### config.mk
export PLATFORM = sky130hd
export DESIGN_NAME = sorted_alarm_timer_queue
export DESIGN_NICKNAME = d
export VERILOG_FILES = /design/src/sv/satq_pkg.sv /design/src/sv/sorted_alarm_timer_queue.sv /design/src/sv/satq_front.sv /design/src/sv/satq_cells.sv /design/src/sv/satq_back.sv
export SDC_FILE = /design/constraint.sdc
export NUM_CORES = 2
export LEC_CHECK = 0
export BUFFER_PORTS_ARGS = -buffer_cell sky130_fd_sc_hd__buf_4
export CORE_ASPECT_RATIO = 1.4
export CORE_MARGIN = 3
export CORE_UTILIZATION = 34
export CTS_CLUSTER_SIZE = 30
export DETAILED_ROUTE_END_ITERATION = 6
export SLEW_MARGIN = 30
export SYNTH_ARGS = -nofsm -noshare
export SYNTH_HDL_FRONTEND = slang
export SYNTH_HIERARCHICAL = 1
export SYNTH_SLANG_ARGS = --single-unit
### constraint.sdc
create_clock -name clk -period 28.1 [get_ports clk]
set_input_delay 1.405 -clock clk [delete_from_list [all_inputs] [get_ports clk]]
set_output_delay 1.405 -clock clk [all_outputs]
set_load 0.1 [all_outputs]
### src/sv/satq_pkg.sv
// ----------------------------------------------------------------------------
// satq_pkg
// Shared types and constants of the sorted alarm timer queue.
// ----------------------------------------------------------------------------
package satq_pkg;

  // default number of alarm slots
  localparam int QUEUE_DEPTH_DEF = 16;

  // most expired alarms reported by one tick
  localparam int MAX_EXPIRE = 16;
  localparam int EXP_CNT_W  = $clog2(MAX_EXPIRE);

  // front to back item queue
  localparam int FIFO_DEPTH = 2;
  localparam int FIFO_PTR_W = $clog2(FIFO_DEPTH);
  localparam int FIFO_CNT_W = $clog2(FIFO_DEPTH + 1);

  localparam int TIME_W = 32;
  localparam int ID_W   = 16;

  // item class decided by the front
  typedef enum logic [1:0] {
    CLS_INSERT,
    CLS_BAD_ID,
    CLS_TICK
  } cls_t;

  // result kind codes
  typedef enum logic [1:0] {
    KIND_INSERTED = 2'd0,
    KIND_BAD_ID   = 2'd1,
    KIND_FULL     = 2'd2,
    KIND_EXPIRED  = 2'd3
  } kind_t;

  // back end sequencer states
  typedef enum logic {
    B_IDLE,
    B_EXPIRE
  } back_state_t;

  // classified item held between front and back
  typedef struct packed {
    cls_t            cls;
    logic [ID_W-1:0] alarm_id;
    logic [ID_W-1:0] group_id;
    logic [ID_W-1:0] delay;
  } item_t;

  // one alarm slot
  typedef struct packed {
    logic [TIME_W-1:0] expiry;
    logic [ID_W-1:0]   alarm_id;
    logic [ID_W-1:0]   group_id;
    logic [ID_W-1:0]   delay;
  } entry_t;

  // command from the sequencer to the slot row
  typedef struct packed {
    logic insert;
    logic pop;
  } cell_cmd_t;

  // status from the slot row to the sequencer
  typedef struct packed {
    logic full;
    logic empty;
    logic one_left;
    logic new_head;
  } cell_stat_t;

endpackage

### src/sv/sorted_alarm_timer_queue.sv
// ----------------------------------------------------------------------------
// sorted_alarm_timer_queue
// Bounded queue of alarms kept in expiry order, driven by insert and tick
// transactions.
// ----------------------------------------------------------------------------
// usage
//   input channel (in_valid/in_ready): in_op 0 inserts an alarm that expires
//   in_delay_seconds after the current time; in_op 1 advances time by one
//   second. a two-entry queue sits behind the input, so in_ready only drops
//   when both entries hold transactions the back end has not taken yet.
//   result channel (out_valid/out_ready): one result per insert (inserted,
//   bad id, or queue full, with out_last set) and one per expired alarm on a
//   tick, up to 16 per tick, out_last on the final one; a tick with nothing
//   due gives no result.
//   timing: an insert passes through the input queue and then the output
//   register; a tick passes the input queue, the expire state and then the
//   output register before its first expired alarm is valid.
//   throughput: inserts stream at one per cycle while the receiver takes
//   results; a tick advances the clock, then emits due alarms from the expire
//   state. the alarm slots are a row of compare cells, so inserts need no search.
//   when the receiver stalls the result stays in the output register, the
//   back end holds, and the input queue fills before in_ready drops.
//   reset empties the alarm slots, the input queue and the output register
//   and sets the time to zero; no clearing pass is needed.
// ----------------------------------------------------------------------------
module sorted_alarm_timer_queue #(
  parameter int QUEUE_DEPTH = satq_pkg::QUEUE_DEPTH_DEF
) (
  input  logic        clk,
  input  logic        rst_n,
  input  logic        in_valid,
  output logic        in_ready,
  input  logic        in_op,
  input  logic [15:0] in_alarm_id,
  input  logic [15:0] in_group_id,
  input  logic [15:0] in_delay_seconds,
  output logic        out_valid,
  input  logic        out_ready,
  output logic [1:0]  out_kind,
  output logic [15:0] out_alarm_id,
  output logic [15:0] out_group_id,
  output logic [15:0] out_delay,
  output logic        out_new_earliest,
  output logic        out_last
);

  logic            item_valid;
  logic            item_pop;
  satq_pkg::item_t item;

  // accept and classify
  satq_front u_front (
    .clk              (clk),
    .rst_n            (rst_n),
    .in_valid         (in_valid),
    .in_ready         (in_ready),
    .in_op            (in_op),
    .in_alarm_id      (in_alarm_id),
    .in_group_id      (in_group_id),
    .in_delay_seconds (in_delay_seconds),
    .item_valid       (item_valid),
    .item             (item),
    .item_pop         (item_pop)
  );

  // carry out inserts and ticks
  satq_back #(
    .QUEUE_DEPTH (QUEUE_DEPTH)
  ) u_back (
    .clk              (clk),
    .rst_n            (rst_n),
    .item_valid       (item_valid),
    .item             (item),
    .item_pop         (item_pop),
    .out_valid        (out_valid),
    .out_ready        (out_ready),
    .out_kind         (out_kind),
    .out_alarm_id     (out_alarm_id),
    .out_group_id     (out_group_id),
    .out_delay        (out_delay),
    .out_new_earliest (out_new_earliest),
    .out_last         (out_last)
  );

  // back end never takes from an empty queue
  a_pop_needs_item: assert property (@(posedge clk) disable iff (!rst_n)
    item_pop |-> item_valid)
    else $error("item taken from empty queue");

  // insert outcomes are always the single result of their transaction
  a_insert_last: assert property (@(posedge clk) disable iff (!rst_n)
    out_valid && (out_kind != satq_pkg::KIND_EXPIRED) |-> out_last)
    else $error("insert result without last");

  // a bad id result really carries a zero id
  a_bad_id_zero: assert property (@(posedge clk) disable iff (!rst_n)
    out_valid && (out_kind == satq_pkg::KIND_BAD_ID)
      |-> (out_alarm_id == '0 || out_group_id == '0))
    else $error("bad id result with nonzero ids");

  // expired alarms never raise the wake flag
  a_expired_no_wake: assert property (@(posedge clk) disable iff (!rst_n)
    out_valid && (out_kind == satq_pkg::KIND_EXPIRED) |-> !out_new_earliest)
    else $error("expired result with new earliest set");

endmodule

### src/sv/satq_front.sv
// ----------------------------------------------------------------------------
// satq_front
// Accepts input transactions, classifies them and holds them in a short
// queue until the back end takes them.
// ----------------------------------------------------------------------------
module satq_front (
  input  logic                      clk,
  input  logic                      rst_n,
  input  logic                      in_valid,
  output logic                      in_ready,
  input  logic                      in_op,
  input  logic [15:0]               in_alarm_id,
  input  logic [15:0]               in_group_id,
  input  logic [15:0]               in_delay_seconds,
  output logic                      item_valid,
  output satq_pkg::item_t           item,
  input  logic                      item_pop
);

  satq_pkg::item_t                       fifo_mem_r [satq_pkg::FIFO_DEPTH];
  logic [satq_pkg::FIFO_PTR_W-1:0]       wr_ptr_r, wr_ptr_nxt;
  logic [satq_pkg::FIFO_PTR_W-1:0]       rd_ptr_r, rd_ptr_nxt;
  logic [satq_pkg::FIFO_CNT_W-1:0]       cnt_r, cnt_nxt;
  satq_pkg::item_t                       cls_item;
  logic                                  push;

  // classify the incoming transaction
  always_comb begin
    cls_item.alarm_id = in_alarm_id;
    cls_item.group_id = in_group_id;
    cls_item.delay    = in_delay_seconds;
    if (in_op) begin
      cls_item.cls = satq_pkg::CLS_TICK;
    end else if (in_alarm_id == '0 || in_group_id == '0) begin
      cls_item.cls = satq_pkg::CLS_BAD_ID;
    end else begin
      cls_item.cls = satq_pkg::CLS_INSERT;
    end
  end

  // queue handshake
  assign in_ready   = (cnt_r != satq_pkg::FIFO_CNT_W'(satq_pkg::FIFO_DEPTH));
  assign push       = in_valid && in_ready;
  assign item_valid = (cnt_r != '0);
  assign item       = fifo_mem_r[rd_ptr_r];

  // pointer and fill count update
  always_comb begin
    wr_ptr_nxt = push ? wr_ptr_r + 1'b1 : wr_ptr_r;
    rd_ptr_nxt = item_pop ? rd_ptr_r + 1'b1 : rd_ptr_r;
    cnt_nxt    = cnt_r;
    if (push && !item_pop) begin
      cnt_nxt = cnt_r + 1'b1;
    end else if (!push && item_pop) begin
      cnt_nxt = cnt_r - 1'b1;
    end
  end

  always_ff @(posedge clk) begin
    if (!rst_n) begin
      wr_ptr_r <= '0;
      rd_ptr_r <= '0;
      cnt_r    <= '0;
    end else begin
      wr_ptr_r <= wr_ptr_nxt;
      rd_ptr_r <= rd_ptr_nxt;
      cnt_r    <= cnt_nxt;
    end
  end

  // queue storage
  always_ff @(posedge clk) begin
    if (push) begin
      fifo_mem_r[wr_ptr_r] <= cls_item;
    end
  end

endmodule

### src/sv/satq_cells.sv
// ----------------------------------------------------------------------------
// satq_cells
// Row of alarm slots kept in ascending expiry order. Every slot compares its
// own expiry with the new one, so an insert opens a gap and fills it; a pop
// shifts the whole row toward the head.
// ----------------------------------------------------------------------------
module satq_cells #(
  parameter int DEPTH = satq_pkg::QUEUE_DEPTH_DEF
) (
  input  logic                  clk,
  input  logic                  rst_n,
  input  satq_pkg::cell_cmd_t   cmd,
  input  satq_pkg::entry_t      new_entry,
  output satq_pkg::entry_t      head,
  output logic [satq_pkg::TIME_W-1:0] second_expiry,
  output satq_pkg::cell_stat_t  stat
);

  localparam int CNT_W = $clog2(DEPTH + 1);

  satq_pkg::entry_t   cell_r [DEPTH];
  logic [CNT_W-1:0]   count_r, count_nxt;
  logic [DEPTH-1:0]   occupied;
  logic [DEPTH-1:0]   lt;

  // per slot occupancy and ordering compare
  for (genvar i = 0; i < DEPTH; i++) begin : g_cmp
    assign occupied[i] = (count_r > CNT_W'(i));
    assign lt[i]       = occupied[i] && (cell_r[i].expiry < new_entry.expiry);
  end

  // slot update: keep, take the new alarm, or shift
  for (genvar i = 0; i < DEPTH; i++) begin : g_cell
    if (i == 0) begin : g_head
      always_ff @(posedge clk) begin
        if (cmd.insert) begin
          if (!lt[i]) begin
            cell_r[i] <= new_entry;
          end
        end else if (cmd.pop) begin
          cell_r[i] <= cell_r[i+1];
        end
      end
    end else if (i == DEPTH - 1) begin : g_tail
      always_ff @(posedge clk) begin
        if (cmd.insert) begin
          if (!lt[i]) begin
            cell_r[i] <= lt[i-1] ? new_entry : cell_r[i-1];
          end
        end
      end
    end else begin : g_mid
      always_ff @(posedge clk) begin
        if (cmd.insert) begin
          if (!lt[i]) begin
            cell_r[i] <= lt[i-1] ? new_entry : cell_r[i-1];
          end
        end else if (cmd.pop) begin
          cell_r[i] <= cell_r[i+1];
        end
      end
    end
  end

  // fill count
  always_comb begin
    count_nxt = count_r;
    if (cmd.insert) begin
      count_nxt = count_r + 1'b1;
    end else if (cmd.pop) begin
      count_nxt = count_r - 1'b1;
    end
  end

  always_ff @(posedge clk) begin
    if (!rst_n) begin
      count_r <= '0;
    end else begin
      count_r <= count_nxt;
    end
  end

  // status toward the sequencer
  assign head          = cell_r[0];
  assign second_expiry = cell_r[1].expiry;
  assign stat.full     = (count_r == CNT_W'(DEPTH));
  assign stat.empty    = (count_r == '0);
  assign stat.one_left = (count_r == CNT_W'(1));
  assign stat.new_head = !lt[0];

endmodule

### src/sv/satq_back.sv
// ----------------------------------------------------------------------------
// satq_back
// Takes classified items, keeps the clock of seconds, drives the slot row
// and loads the output register with each result.
// ----------------------------------------------------------------------------
module satq_back #(
  parameter int QUEUE_DEPTH = satq_pkg::QUEUE_DEPTH_DEF
) (
  input  logic                  clk,
  input  logic                  rst_n,
  input  logic                  item_valid,
  input  satq_pkg::item_t       item,
  output logic                  item_pop,
  output logic                  out_valid,
  input  logic                  out_ready,
  output logic [1:0]            out_kind,
  output logic [15:0]           out_alarm_id,
  output logic [15:0]           out_group_id,
  output logic [15:0]           out_delay,
  output logic                  out_new_earliest,
  output logic                  out_last
);

  satq_pkg::back_state_t               state_r, state_nxt;
  logic [satq_pkg::TIME_W-1:0]         time_r, time_nxt;
  logic [satq_pkg::EXP_CNT_W-1:0]      exp_cnt_r, exp_cnt_nxt;

  logic                                out_valid_r, out_valid_nxt;
  satq_pkg::kind_t                     out_kind_r, out_kind_nxt;
  logic [15:0]                         out_alarm_id_r, out_alarm_id_nxt;
  logic [15:0]                         out_group_id_r, out_group_id_nxt;
  logic [15:0]                         out_delay_r, out_delay_nxt;
  logic                                out_new_earliest_r, out_new_earliest_nxt;
  logic                                out_last_r, out_last_nxt;

  satq_pkg::cell_cmd_t                 cmd;
  satq_pkg::entry_t                    new_entry;
  satq_pkg::entry_t                    head;
  logic [satq_pkg::TIME_W-1:0]         second_expiry;
  satq_pkg::cell_stat_t                stat;

  logic                                slot_free;
  logic                                head_due;
  logic                                next_due;
  logic                                last_exp;
  logic                                emit;
  logic                                tick_start;
  logic                                exp_step;

  // alarm slot row
  satq_cells #(
    .DEPTH (QUEUE_DEPTH)
  ) u_cells (
    .clk           (clk),
    .rst_n         (rst_n),
    .cmd           (cmd),
    .new_entry     (new_entry),
    .head          (head),
    .second_expiry (second_expiry),
    .stat          (stat)
  );

  // expiry of an insert and due tests against the clock
  assign new_entry.expiry   = time_r + {{(satq_pkg::TIME_W - 16){1'b0}}, item.delay};
  assign new_entry.alarm_id = item.alarm_id;
  assign new_entry.group_id = item.group_id;
  assign new_entry.delay    = item.delay;

  assign slot_free = !out_valid_r || out_ready;
  assign head_due  = !stat.empty && (head.expiry <= time_r);
  assign next_due  = !stat.one_left && (second_expiry <= time_r);
  assign last_exp  = (exp_cnt_r == satq_pkg::EXP_CNT_W'(satq_pkg::MAX_EXPIRE - 1))
                     || !next_due;

  // next state
  always_comb begin
    state_nxt = state_r;
    unique case (state_r)
      satq_pkg::B_IDLE: begin
        if (item_valid && slot_free && item.cls == satq_pkg::CLS_TICK) begin
          state_nxt = satq_pkg::B_EXPIRE;
        end
      end
      satq_pkg::B_EXPIRE: begin
        if (!head_due || (slot_free && last_exp)) begin
          state_nxt = satq_pkg::B_IDLE;
        end
      end
      default: state_nxt = satq_pkg::B_IDLE;
    endcase
  end

  // sequencer outputs
  always_comb begin
    item_pop             = 1'b0;
    cmd                  = '0;
    emit                 = 1'b0;
    tick_start           = 1'b0;
    exp_step             = 1'b0;
    out_kind_nxt         = satq_pkg::KIND_INSERTED;
    out_alarm_id_nxt     = item.alarm_id;
    out_group_id_nxt     = item.group_id;
    out_delay_nxt        = item.delay;
    out_new_earliest_nxt = 1'b0;
    out_last_nxt         = 1'b1;
    unique case (state_r)
      satq_pkg::B_IDLE: begin
        if (item_valid && slot_free) begin
          item_pop = 1'b1;
          unique case (item.cls)
            satq_pkg::CLS_TICK: begin
              tick_start = 1'b1;
            end
            satq_pkg::CLS_BAD_ID: begin
              emit         = 1'b1;
              out_kind_nxt = satq_pkg::KIND_BAD_ID;
            end
            satq_pkg::CLS_INSERT: begin
              emit = 1'b1;
              if (stat.full) begin
                out_kind_nxt = satq_pkg::KIND_FULL;
              end else begin
                out_kind_nxt         = satq_pkg::KIND_INSERTED;
                out_new_earliest_nxt = stat.new_head;
                cmd.insert           = 1'b1;
              end
            end
            default: begin
              tick_start = 1'b0;
            end
          endcase
        end
      end
      satq_pkg::B_EXPIRE: begin
        if (head_due && slot_free) begin
          emit             = 1'b1;
          exp_step         = 1'b1;
          cmd.pop          = 1'b1;
          out_kind_nxt     = satq_pkg::KIND_EXPIRED;
          out_alarm_id_nxt = head.alarm_id;
          out_group_id_nxt = head.group_id;
          out_delay_nxt    = head.delay;
          out_last_nxt     = last_exp;
        end
      end
      default: begin
        emit = 1'b0;
      end
    endcase
  end

  // clock of seconds, expired count and output valid
  always_comb begin
    time_nxt      = tick_start ? time_r + 1'b1 : time_r;
    exp_cnt_nxt   = tick_start ? '0 : (exp_step ? exp_cnt_r + 1'b1 : exp_cnt_r);
    out_valid_nxt = emit ? 1'b1 : (out_ready ? 1'b0 : out_valid_r);
  end

  always_ff @(posedge clk) begin
    if (!rst_n) begin
      state_r     <= satq_pkg::B_IDLE;
      time_r      <= '0;
      exp_cnt_r   <= '0;
      out_valid_r <= 1'b0;
    end else begin
      state_r     <= state_nxt;
      time_r      <= time_nxt;
      exp_cnt_r   <= exp_cnt_nxt;
      out_valid_r <= out_valid_nxt;
    end
  end

  // result payload register
  always_ff @(posedge clk) begin
    if (emit) begin
      out_kind_r         <= out_kind_nxt;
      out_alarm_id_r     <= out_alarm_id_nxt;
      out_group_id_r     <= out_group_id_nxt;
      out_delay_r        <= out_delay_nxt;
      out_new_earliest_r <= out_new_earliest_nxt;
      out_last_r         <= out_last_nxt;
    end
  end

  assign out_valid        = out_valid_r;
  assign out_kind         = out_kind_r;
  assign out_alarm_id     = out_alarm_id_r;
  assign out_group_id     = out_group_id_r;
  assign out_delay        = out_delay_r;
  assign out_new_earliest = out_new_earliest_r;
  assign out_last         = out_last_r;

endmodule
### Yosys cells after proc, flatten, opt, wreduce, memory -nomap -nowiden

Memory sizes are Yosys's and may differ from the RTL's. A register that Yosys moved wholly into a read port is not among the register bits.
Cells that the tools add are included.

* $add $sub $neg: 9
* multiply operators: 0
* divide/modulo/power cells: 0
* magnitude comparators: 34
* equality and inequality tests: 6
* shift operators: 0
* multiplexer cells: 121
* bitwise operators: 19
* reductions and logical operators: 49

Operators by type and width (number)
* 80-bit 2-to-1 mux: 30
* 32-bit less-than comparator: 16
* 16-bit 2-to-1 mux: 6
* 1-bit 2-to-1 mux: 73
* 32-bit <= comparator: 2
* 5-bit by 4-bit greater-than comparator with 1-bit output (second input constant): 8
* 32-bit by 1-bit adder with 32-bit output (second input constant): 1
* 32-bit by 16-bit adder with 32-bit output: 1
* 16-bit logical NOT: 2
* 1-bit logical AND: 25
* 5-bit by 3-bit greater-than comparator with 1-bit output (second input constant): 4
* 1-bit OR: 15
* 2-bit 2-to-1 mux: 6
* 5-bit by 1-bit greater-than comparator with 1-bit output (second input constant): 2
* 5-bit by 2-bit greater-than comparator with 1-bit output (second input constant): 2
* 5-bit 2-to-1 mux: 2
* 1-bit logical NOT: 8
* 2-bit case mux with 2 select lines: 2
* 2-bit nonzero test: 4
* 5-bit by 1-bit adder with 5-bit output (second input constant): 1
* 5-bit by 1-bit equality test with 1-bit output (second input constant): 1
* 5-bit equality test (second input constant): 1
* 5-bit logical NOT: 1
* 5-bit by 1-bit subtractor with 5-bit output (second input constant): 1
* other kinds (15): 24

* flip-flop bits (word level): 99
* bits in latches: 0
* RAM bits: 1380
* bits in read-only memories: 0
* bits of input ports: 53
* word-level logic and storage cells: 254
* memories: 2

Memory list
* u_back.u_cells.cell_r: words 16, width 80, rd ports 16, clocked after memory_dff 0, write ports 16, RTL line satq_cells.sv:21 `satq_pkg::entry_t cell_r [DEPTH];`
* u_front.fifo_mem_r: words 2, width 50, rd ports 1, clocked after memory_dff 1, write ports 1, RTL line satq_front.sv:20 `satq_pkg::item_t fifo_mem_r [satq_pkg::FIFO_DEPTH];`

### Depth between registers and ports, before layout

* depth in word-level cells: 10
* mapped depth: 27
* gate-level depth less buffers: 21

### By module

The synthesis kept the hierarchy.

By module, submodules not included
* satq_cells: instances 1, cells each 6997, area an instance 75575.0 sq um, seq. area each 38537.0 sq um
* satq_back: instances 1, cells each 641, area an instance 6433.7 sq um, seq. area each 2322.2 sq um
* satq_front: instances 1, cells each 192, area an instance 3896.2 sq um, seq. area each 3103.0 sq um

### Worst setup path after synthesis

OpenSTA, ideal clock, no wires.

* kind: reg2reg
* start point: register with a tool-made name
* end point: memory u_back/u_cells/cell_r[1][560] (netlist name), enable pin
* data arrival time: 12.329 ns
* data required time: 27.364 ns
* slack: 15.035 ns
* stages on the path, launching flop included: 21
* path buffers: 3
* cells stage by stage: dfxtp_1 buf_2 buf_2 mux2_2 ha_1 inv_1 fa_1 nor2b_1 o31a_1 o31a_1 a21o_1 a41oi_2 nor2_1 xnor2_1 clkbuf_1 inv_1 ha_1 nand3_1 nor2_1 nand2_1 o41ai_1

RTL lines (RTL line)
* to (decl): satq_cells.sv:21

==> impl_metrics.yaml <==
status:
  status: "complete, no violations"
synth:
  netlist_area_um2: 85900
  async_flop_share_pct: 0
  ys_seq_area_share_pct: 51.2
  syn-num-nets: 8469
  yosys.area.top_type: "edfxtp_1"
  synthTopCellsByCount: "edfxtp_1, nand2_1, mux2i_1"
  synth_edf_count: 1432
  synth-main-ff-cell: "edfxtp_1"
  avgSynthCellArea_um2: 11.0
  ys_warn_count: 6
  synth_seq_cells: 1480
  synth_area_leaders: "edfxtp_1, mux2i_1, ha_1"
  synthCells: 7830
  synth_top_cell_area_share_pct: 50.1
  yosys.cell_types.count: 82
  synth_most_common_cell: "edfxtp_1"
timing:
  maxSlewHeadroom_pct: 27.9
  grt_setup_unrepaired: "false"
  setup_viol: 0
  tightest_slew_ps: 1070
  maxSlewViolCount: 0
  fmax_mhz: 99.1
  timing_hold_violations_final: 0
  min_period_over_period_pct: 35.9
  skew_ps: 43.0
  period_minus_slack_ps: 10090
  fin_tns_setup_ps: 0
grt:
  grt_max_degree: 129
  globalRouteMet3Util_pct: 2.77
  grt-busiest-layer: "met2"
  antenna_found_initial: 11
  grt_first_pass_wirelength_um: 428000
  grtUsageMet1_pct: 26.4
  grt_pass1_vias: 63297
  met2_usage_pct: 38.0
  track_usage_pct: 21.9
  grt-ovfl-total: 0
setup_path:
  crit_type: "flip-flop to flip-flop"
  cp.required_ps: 28520
  cp.arrival_ps: 10520
  crit_path_max_fanout: 43
  cp-end-kind: "flip-flop"
  r2r_slack_ps: 18010
  crit_path_start_kind: "flip-flop"
route:
  drtPass1Iterations: 6
  avgRoutedWirePerCell_um: 26.8
  route.detailed.drc: 0
  num_vias: 63595
  routed_wl_um: 294000
  drt_iter0_drc: 6501
  vias_per_cell: 5.80
  antenna_left: 0
finish:
  drive_gt1_share_pct: 10.3
  area_growth_syn_to_layout_pct: 9.47
  design_area_um2: 94000
  final_net_count: 8213
  postLayoutCoreUtil_pct: 37.5
  n_fill_cell: 24320
die:
  die_h_um: 601
  core_um2: 251000
  fp-row-count: 217
  dieArea_um2: 259000
  dieWidth_um: 431
  floorplan.initialDensity_pct: 34.3
  ios: 107
clocking:
  cts_sinks: 1480
  cts-root-buf: "clkbuf_16"
  ctsHoldBuffers: 0
  cts_made_buffers: 155
  cts_post_setup_buffers_inserted: 0
  clock_latency_ps: 830
  clkTransAtPathRegs_ps: 60
  tritoncts: "yes"
  htreeDepth: 4
  cts.repair.resized: 0
  clockBufferDepth: 4
placed_design:
  port_buffers: 106
  place_congestion: 0.958
  hpwl_um: 188000
  placed_area_um2: 89000
pwr:
  power_density_nw_per_um2: 89.5
  vdd_drop_max_uv: 77.7
  p_leak_nw: 32.5
worst_hold_path:
  hold_class: "flip-flop to flip-flop"
  hold_start: "u_back/exp_cnt_r[3]"
flow_run:
  maxCapViolations: 0
flip-flops by register name, indices dropped and copies added, names as in the netlist, 4 cells and up, named ones only:
register / flops
u_back/exp_cnt_r: 4
u_back/out_alarm_id: 16
u_back/u_cells/cell_r: 1280
u_back/u_cells/count_r: 5
u_back/out_delay: 16
u_front/fifo_mem_r: 100
u_back/out_group_id: 16
u_back/time_r: 32
report_power, final:
part	switching (mW)	total (mW)	internal, mW	leakage, nW
sequential	0.341	3.54	3.20	13.5
combinational	1.90	2.78	0.883	16.6
clock	0.919	2.09	1.17	2.39
total	3.16	8.42	5.25	32.5
cells by family (layout without fill, tap and decap cells):
group,after synthesis,in the layout,synth area share (%)
mux,943,943,11.2
buf+inv,762,617,4.47
simple gates,2116,2116,10.7
other cells,0,3,0
xor+xnor,63,63,0.642
flops,1480,1480,51.2
compound gates,1880,1880,13.2
fa+ha+maj,586,586,8.54
per-stage QoR:
| stage | worst slack, ps | cells | hold WS [ps] | total power, mW |
|---|---|---|---|---|
| 5_1_grt | 17720 | 10971 | 528 | 8.77 |
| 6_report | 18010 | 10973 | 512 | 8.42 |
| 3_5_place_dp | 18180 | 10699 | 500 | 6.33 |
| 3_3_place_gp | 18010 | 10696 | 470 | 6.25 |
| 2_1_floorplan | 15030 | 7830 | 459 | 5.30 |
| 4_1_cts | 18140 | 10967 | 511 | 8.43 |
critical path: stages, from the launching register on:
cell and delay, ps:
dfxtp_4 420, buf_4 630, mux2_2 570, ha_1 340, a211oi_1 330, o211ai_1 180, and4_1 260, o41ai_2 810
a21boi_1 150, buf_4 230, o211ai_1 210, xnor2_1 150, buf_4 260, inv_1 400, ha_1 470, nand4_1 270
nor3_1 730, nor3b_1 410, o21ai_0 150, nand4_1 130, a31o_4 390, nor2_1 130, nor2_4 400, buf_4 730
buf_4 750
cells in the final DEF (no fill, tap or decap), types with 26 or more instances in the layout:
cell type,instances
clkinv_2,26
nand3_1,254
mux2_2,169
o21ai_0,630
o22a_1,79
and3_1,94
dfxtp_1,47
o211ai_1,213
nor3_1,31
a211oi_1,28
buf_4,227
o21ai_1,193
xnor2_1,56
nand4_1,81
and2_1,38
edfxtp_1,1432
inv_1,89
clkbuf_16,161
a31o_2,80
mux2i_1,765
nor2_1,311
clkinv_1,30
ha_1,585
a21oi_1,408
a21o_1,122
nand2_1,1182
final cells by class:
class                   count  area [µm²]  share of cell area (%)
flip-flops and latches   1480       44000                    46.8
multi-input cells        5588       38600                    41.0
clock buffers             186        4140                    4.41
well taps                3285        4110                    4.37
repair buffers            258        2170                    2.31
clock inverters            82         742                   0.789
inverters                  91         342                   0.363
diodes                      3        7.51                 0.00798
final timing paths:
| check | endpoint | cells after the start |
|---|---|---|
| worst max-delay path | u_back/u_cells/cell_r[1][18] | 24 |
| worst min-delay path | u_back/exp_cnt_r[3] | 2 |
| worst max register to register | u_back/u_cells/cell_r[1][18] | 24 |
| worst min register to register | u_back/exp_cnt_r[3] | 2 |
metal layers:
layer	routed length (µm)	vias up	part of all wire, %
met1	113000	31684	39
met4	16600	4	5.6
met2	145000	2657	49
met5	20	-	0.0068
met3	18800	673	6.4
li1	-	28577	-
(Power assumes the default switching activity.)
